[config.mk]
export PLATFORM = sky130hd
export DESIGN_NAME = round_robin_endpoint_selector
export DESIGN_NICKNAME = d
export VERILOG_FILES = /design/src/rres_pkg.sv /design/src/rres_pin_table.sv /design/src/rres_decide.sv /design/src/round_robin_endpoint_selector.sv
export SDC_FILE = /design/constraint.sdc
export NUM_CORES = 1
export LEC_CHECK = 0
export BUFFER_PORTS_ARGS = -buffer_cell sky130_fd_sc_hd__buf_4
export CORE_MARGIN = 2
export CORE_UTILIZATION = 45
export DETAILED_ROUTE_END_ITERATION = 8
export GPL_TIMING_DRIVEN = 1
export HOLD_SLACK_MARGIN = 0.08
export MAX_ROUTING_LAYER = met4
export RECOVER_POWER = 100
export SLEW_MARGIN = 20
export SYNTH_ARGS = -nofsm -noshare
export SYNTH_HDL_FRONTEND = slang
export SYNTH_SLANG_ARGS = --single-unit
[constraint.sdc]
create_clock -name clk -period 23.8 [get_ports clk]
set_clock_uncertainty 0.2 [all_clocks]
set_input_delay 4.76 -clock clk [delete_from_list [all_inputs] [get_ports clk]]
set_output_delay 4.76 -clock clk [all_outputs]
set_load 0.01 [all_outputs]
[src/rres_pkg.sv]
// Shared types and constants for the round-robin endpoint selector.
// Used by rres_pin_table, rres_decide and round_robin_endpoint_selector.
`default_nettype none

package rres_pkg;

	localparam int MAX_EPS     = 8;
	localparam int PIN_ENTRIES = 256;
	localparam int EP_W        = $clog2(MAX_EPS);
	localparam int KEY_W       = $clog2(PIN_ENTRIES);
	localparam int CNT_W       = 4;
	localparam int CFG_DATA_W  = 4;
	localparam int CFG_IDX_W   = 1;

	localparam logic [CNT_W-1:0] EPS_LIMIT = CNT_W'(MAX_EPS);

	// Configuration register indexes.
	localparam logic [CFG_IDX_W-1:0] REG_NUM_EPS     = 1'd0;
	localparam logic [CFG_IDX_W-1:0] REG_SINGLE_MODE = 1'd1;

	// Segment kinds; the unused code behaves like a first segment.
	localparam logic [1:0] SEG_FIRST  = 2'd0;
	localparam logic [1:0] SEG_MIDDLE = 2'd1;
	localparam logic [1:0] SEG_LAST   = 2'd2;

	typedef struct packed {
		logic              has_packet;
		logic              is_ctrl_segment;
		logic [1:0]        segment_kind;
		logic [KEY_W-1:0]  message_id;
		logic [MAX_EPS-1:0] connected_mask;
		logic [MAX_EPS-1:0] idle_mask;
	} req_t;

	typedef struct packed {
		logic [EP_W-1:0] ep_index;
		logic            connect_request;
		logic [EP_W-1:0] connect_index;
	} res_t;

	// Pin table update issued by the decision stage.
	typedef struct packed {
		logic             set;
		logic             clr;
		logic [KEY_W-1:0] addr;
		logic [EP_W-1:0]  ep;
	} pin_wr_t;

	// Pin table lookup result seen by the decision stage.
	typedef struct packed {
		logic            valid;
		logic [EP_W-1:0] ep;
	} pin_rd_t;

endpackage

`default_nettype wire

[src/rres_pin_table.sv]
// Pin table: per-message endpoint memory with valid flags cleared at reset.
// Depends on rres_pkg for widths and the lookup/update structs.
`default_nettype none

module rres_pin_table (
	input  wire logic                      clk,
	input  wire logic                      arst_n,
	input  wire logic [rres_pkg::KEY_W-1:0] rd_addr,
	input  wire logic [rres_pkg::KEY_W-1:0] lk_addr,
	input  wire rres_pkg::pin_wr_t          wr,
	output rres_pkg::pin_rd_t               rd
);
	import rres_pkg::*;

	logic [EP_W-1:0]        mem [PIN_ENTRIES];
	logic [PIN_ENTRIES-1:0] valid_q;
	logic [EP_W-1:0]        rdata_q;
	logic                   hit_q;
	logic [EP_W-1:0]        fwd_q;

	always_ff @(posedge clk) begin
		if (wr.set) begin
			mem[wr.addr] <= wr.ep;
		end
		rdata_q <= mem[rd_addr];
		fwd_q   <= wr.ep;
	end

	// A write landing on the same edge as the read is forwarded next cycle.
	always_ff @(posedge clk or negedge arst_n) begin
		if (!arst_n) begin
			valid_q <= '0;
			hit_q   <= 1'b0;
		end else begin
			if (wr.set) begin
				valid_q[wr.addr] <= 1'b1;
			end else if (wr.clr) begin
				valid_q[wr.addr] <= 1'b0;
			end
			hit_q <= wr.set && (wr.addr == rd_addr);
		end
	end

	assign rd.valid = valid_q[lk_addr];
	assign rd.ep    = hit_q ? fwd_q : rdata_q;

endmodule

`default_nettype wire

[src/rres_decide.sv]
// Decision stage: round-robin cursor, pin reuse and connect requests.
// Depends on rres_pkg for the request, result and pin table structs.
`default_nettype none

module rres_decide (
	input  wire logic                       clk,
	input  wire logic                       arst_n,
	input  wire logic                       valid_s1,
	input  wire rres_pkg::req_t             req_s1,
	input  wire logic [rres_pkg::CNT_W-1:0] num_eps,
	input  wire logic                       single_mode,
	input  wire rres_pkg::pin_rd_t          pin,
	output rres_pkg::pin_wr_t               pin_wr,
	output rres_pkg::res_t                  res
);
	import rres_pkg::*;

	logic [EP_W-1:0]  cursor_q;
	logic [CNT_W-1:0] eff;
	logic             active;
	logic             is_mid;
	logic             is_first;
	logic             pin_ok;
	logic             take_step;
	logic             multi;
	logic [EP_W-1:0]  cur;
	logic [CNT_W-1:0] nxt;
	logic [EP_W-1:0]  cursor_next;
	logic [EP_W-1:0]  step_sel;
	logic             step_req;

	always_comb begin
		eff      = (num_eps > EPS_LIMIT) ? EPS_LIMIT : num_eps;
		multi    = eff > CNT_W'(1);
		active   = valid_s1 && !single_mode;
		is_mid   = req_s1.has_packet && req_s1.is_ctrl_segment &&
			((req_s1.segment_kind == SEG_MIDDLE) || (req_s1.segment_kind == SEG_LAST));
		is_first = req_s1.has_packet && req_s1.is_ctrl_segment && !is_mid;
		pin_ok   = pin.valid && ({1'b0, pin.ep} < eff);
		take_step = active && (!req_s1.has_packet || (is_mid && !pin_ok));

		// A cursor at or past the count restarts at slot one.
		cur         = ({1'b0, cursor_q} >= eff) ? EP_W'(1) : cursor_q;
		nxt         = {1'b0, cur} + CNT_W'(1);
		cursor_next = (nxt >= eff) ? EP_W'(1) : nxt[EP_W-1:0];

		step_sel = '0;
		step_req = 1'b0;
		if (multi) begin
			if (req_s1.connected_mask[cur]) begin
				step_sel = cur;
			end else begin
				step_req = req_s1.idle_mask[cur];
			end
		end

		res.ep_index        = '0;
		res.connect_request = 1'b0;
		res.connect_index   = '0;
		if (take_step) begin
			res.ep_index        = step_sel;
			res.connect_request = step_req;
			res.connect_index   = step_req ? cur : '0;
		end else if (active && is_mid && pin_ok) begin
			res.ep_index = pin.ep;
		end

		pin_wr.set  = take_step && is_mid;
		pin_wr.clr  = active && is_first;
		pin_wr.addr = req_s1.message_id;
		pin_wr.ep   = step_sel;
	end

	always_ff @(posedge clk or negedge arst_n) begin
		if (!arst_n) begin
			cursor_q <= EP_W'(1);
		end else if (take_step && multi) begin
			cursor_q <= cursor_next;
		end
	end

endmodule

`default_nettype wire

[src/round_robin_endpoint_selector.sv]
// Top level of the round-robin endpoint selector with per-message pinning.
// Depends on rres_pkg, rres_pin_table and rres_decide.
//
// Usage: raise start with the request fields for one cycle; a request is
// transferred at each rising edge where start is high and busy is low.
// busy never rises, so a new request may be transferred every cycle.
// Each request yields exactly one result, shown on ep_index, connect_request
// and connect_index for one cycle while done is high. The request passes the
// input register, decision logic and result register. The receiver cannot
// stall; results must be taken in the cycle they appear. Throughput is one
// request per cycle, set by the single pin table read port, whose read is
// started at the transfer edge and patched by forwarding when the previous
// request pinned the same message. Configuration (num_eps at index 0,
// single_mode at index 1) is written via cfg_wr_en/cfg_index/cfg_wdata, by
// the user only while no request is in flight, not enforced by the block.
// Reset clears every pin at once through per-entry valid flags, sets the
// cursor to slot one, num_eps to one and single_mode to zero; no clearing
// pass is needed, so requests are taken from the first cycle after reset.
`default_nettype none

module round_robin_endpoint_selector (
	input  wire logic                            clk,
	input  wire logic                            arst_n,
	input  wire logic                            start,
	output logic                                 busy,
	input  wire logic                            has_packet,
	input  wire logic                            is_ctrl_segment,
	input  wire logic [1:0]                      segment_kind,
	input  wire logic [7:0]                      message_id,
	input  wire logic [7:0]                      connected_mask,
	input  wire logic [7:0]                      idle_mask,
	input  wire logic                            cfg_wr_en,
	input  wire logic [rres_pkg::CFG_IDX_W-1:0]  cfg_index,
	input  wire logic [rres_pkg::CFG_DATA_W-1:0] cfg_wdata,
	output logic                                 done,
	output logic [2:0]                           ep_index,
	output logic                                 connect_request,
	output logic [2:0]                           connect_index
);
	import rres_pkg::*;

	logic             accept;
	req_t             req_in;
	req_t             req_s1;
	logic             valid_s1;
	res_t             res_s1;
	res_t             res_s2;
	logic             done_s2;
	logic [CNT_W-1:0] num_eps_q;
	logic             single_mode_q;
	pin_wr_t          pin_wr;
	pin_rd_t          pin_rd;

	// The block never holds off a request.
	assign busy   = 1'b0;
	assign accept = start && !busy;

	assign req_in.has_packet      = has_packet;
	assign req_in.is_ctrl_segment = is_ctrl_segment;
	assign req_in.segment_kind    = segment_kind;
	assign req_in.message_id      = message_id;
	assign req_in.connected_mask  = connected_mask;
	assign req_in.idle_mask       = idle_mask;

	// Configuration registers; writes are taken immediately.
	always_ff @(posedge clk or negedge arst_n) begin
		if (!arst_n) begin
			num_eps_q     <= CNT_W'(1);
			single_mode_q <= 1'b0;
		end else if (cfg_wr_en) begin
			case (cfg_index)
				REG_NUM_EPS:     num_eps_q     <= cfg_wdata;
				REG_SINGLE_MODE: single_mode_q <= cfg_wdata[0];
				default:         ;
			endcase
		end
	end

	// Input register. The pin table read for the same request starts here too.
	always_ff @(posedge clk or negedge arst_n) begin
		if (!arst_n) begin
			valid_s1 <= 1'b0;
		end else begin
			valid_s1 <= accept;
		end
	end

	always_ff @(posedge clk) begin
		if (accept) begin
			req_s1 <= req_in;
		end
	end

	rres_pin_table u_pin_table (
		.clk     (clk),
		.arst_n  (arst_n),
		.rd_addr (message_id),
		.lk_addr (req_s1.message_id),
		.wr      (pin_wr),
		.rd      (pin_rd)
	);

	rres_decide u_decide (
		.clk         (clk),
		.arst_n      (arst_n),
		.valid_s1    (valid_s1),
		.req_s1      (req_s1),
		.num_eps     (num_eps_q),
		.single_mode (single_mode_q),
		.pin         (pin_rd),
		.pin_wr      (pin_wr),
		.res         (res_s1)
	);

	// Result register: each result is shown for exactly one cycle.
	always_ff @(posedge clk or negedge arst_n) begin
		if (!arst_n) begin
			done_s2 <= 1'b0;
		end else begin
			done_s2 <= valid_s1;
		end
	end

	always_ff @(posedge clk) begin
		if (valid_s1) begin
			res_s2 <= res_s1;
		end
	end

	assign done            = done_s2;
	assign ep_index        = res_s2.ep_index;
	assign connect_request = res_s2.connect_request;
	assign connect_index   = res_s2.connect_index;

endmodule

`default_nettype wire
==> flow_summary.yaml <==
synth:
  async_flop_share: 0.248
  synth_top_area_share: 0.529
  ys_seq_area_frac: 0.678
  synth_nets: 2838
  ys_seq_elements: 1076
  synth_area_per_cell_um2: 16.3
  ys.flop_type: "edfxtp_1"
  synth_top_area_cell: "edfxtp_1"
  synthDistinctLibCells: 58
  postSynthCellCount: 2793
  synth_edf_count: 803
  syn_area_mm2: 0.0456
  ys_top_cells_by_area: "edfxtp_1, dfrtp_1, mux4_2"
  yosys_warnings: 0
timing:
  maxSlewHeadroom: -5.11
  fmax_ghz: 0.0664
  finalSetupViolCount: 0
  tightest_slew_ns: 9.16
  hold_viol_final: 0
  fin_tns_setup_ns: 0
  post-route-period-util: 0.633
  worst_slack_ns: 8.74
  rsz0062_at_grt: "false"
  slew_viol_final: 1684
  period_minus_slack_ns: 15.06
cells_and_area:
  finish.instance_area_mm2: 0.0504
  layout_common_cells: "edfxtp_1, mux4_2, nor3_1, dfrtp_1, o21ai_0"
  syn_to_final_growth_pct: 10.5
  post-route-util: 0.502
  drive_above_1_share: 0.197
  final_nets: 2754
  layout_commonest_cell: "edfxtp_1"
critical_path:
  critPathMaxFanout: 196
  criticalPathCategory: "reg -> reg"
  required_ns: 23.96
  end_kind: "flip-flop"
  cp-start-kind: "flip-flop"
  arrival_ns: 15.23
detailed_routing:
  drc: 0
  vias_per_cell: 6.28
  ant_nets: 0
  first_iter_violations: 2847
  dr.pass1.iters: 8
  totalWireLength_um: 118000
  route.vias.total: 26157
  wire_per_inst_um: 28.3
status:
  status: "complete, but fails checks"
  violations: "max-capacitance violations, max-slew violations"
floorplan:
  io_pins: 46
  die-area_mm2: 0.104
  die_width_um: 322
  start_util: 0.455
  core_mm2: 0.100
  rows: 116
  die_y_um: 322
clock_network:
  numClockSinks: 1076
  clockRootBuffer: "clkbuf_16"
  clock_path_buffers: 3
  cts_hold_buffers: 0
  post-cts-setup-buffers: 0
  cts_tree: "yes"
  clkSlewWorstSetupHoldPaths_ns: 0.06
  cts_buffers: 110
  cts_resized: 0
  insertion_delay_ns: 0.69
  htreeDepth: 3
global_routing:
  antenna_found_initial: 3
  grt_pass1_vias: 26714
  top_usage_layer: "met2"
  use_met3: 0.0422
  grt_util_met1: 0.319
  grt_max_degree: 197
  grt_use_total: 0.236
  overflow: 0
  grt_use_met2: 0.374
  grt_pass1_wl_um: 177000
placed_design:
  dpl_cell_area_mm2: 0.0470
  dp_worst_setup_slack_ns: 14.16
  port_buffers: 44
  gp_congestion: 0.828
  dp_hpwl_um: 66200
power:
  power_density_mw_per_mm2: 90.5
  ir_worst_vdd_v: 0.0000805
  p_leak_nw: 16.7
  power_mw: 4.56
job:
  cap_violations: 22
worst_hold_path:
  min_path_type: "reg -> reg"
-- layer usage --
layer | vias up | share of wire
met5 | - | 0
met3 | 184 | 0.070
met4 | 0 | 0.022
met2 | 1056 | 0.49
li1 | 11163 | -
met1 | 13754 | 0.42
-- worst paths after layout --
path,start,slack [ns],end,cells past startpoint
setup / recovery,req_s1[17]$_DFFE_PP_,8.74,u_pin_table.mem[191][0]$_DFFE_PP_,13
hold / removal,flip-flop,0.30,flip-flop,2
setup reg to reg,req_s1[17]$_DFFE_PP_,8.74,u_pin_table.mem[191][0]$_DFFE_PP_,13
hold reg to reg,flip-flop,0.30,flip-flop,2
max in group asynchronous,arst_n,10.57,async pin,2
min in group asynchronous,arst_n,6.42,async pin,1
-- cells in the mapped netlist (all sizes together), types with 2 or more instances --
cell and n:
o22ai 5, mux2i 83, nand2b 5, o21ai 264
inv 4, nand2 64, o311ai 2, ha 8
nor2 19, clkbuf 197, and3 2, xnor2 10
a31oi 6, o31ai 258, a22o 4, o32ai 3
mux2 10, and2 2, edfxtp 803, a22oi 28
dfrtp 265, dfxtp 6, a21oi 17, buf 102
a21o 7, nand4 4, a221oi 2, nor3 265
nor2b 14, dfstp 2, a211oi 2, mux4 284
nand3 27
-- through the flow --
step	hold WS, ns	cells
floorplan	0.270	2793
global placement	0.284	3954
detailed placement	0.296	3954
CTS	0.309	4159
global route	0.329	4161
finish	0.305	4162
-- cell type report --
cell class / count / area [um^2]
repair buffers: 103 / 666
diodes: 3 / 7.51
fillers: 8160 / 49900
multi-input cells: 1414 / 13500
clock buffers: 140 / 2950
flip-flops and latches: 1076 / 30900
well taps: 1357 / 1700
clock inverters: 65 / 623
inverters: 4 / 15.0
-- critical path, cell delays in order, from the launching register on --
cell and delay (ns):
edfxtp_1 0.33, clkbuf_1 6.34, mux4_2 1.20, mux4_2 0.33, o22ai_1 0.13, or4b_2 0.64, o31ai_1 0.20, o31ai_1 0.23
nand3_1 1.63, buf_4 0.90, buf_12 0.58, buf_4 0.70, buf_4 0.68, nor3_1 0.26
-- report_power, final --
group | switching [mW] | leakage, nW | internal [mW]
Combinational | 0.401 | 3.83 | 0.129
Clock | 0.722 | 1.75 | 0.992
Sequential | 0.0183 | 11.1 | 2.30
Total | 1.14 | 16.7 | 3.42
-- logic make-up after synthesis --
logic type / synth area share
flip-flops: 0.678
AO/OA/AOI/OAI: 0.0852
XOR/XNOR: 0.00211
AND/OR/NAND/NOR: 0.0437
multiplexers: 0.161
adder cells (fa/ha/maj): 0.00220
buffers and inverters: 0.0275
other: 0.0000823
No activity file was read; power rests on OpenSTA's default activity.
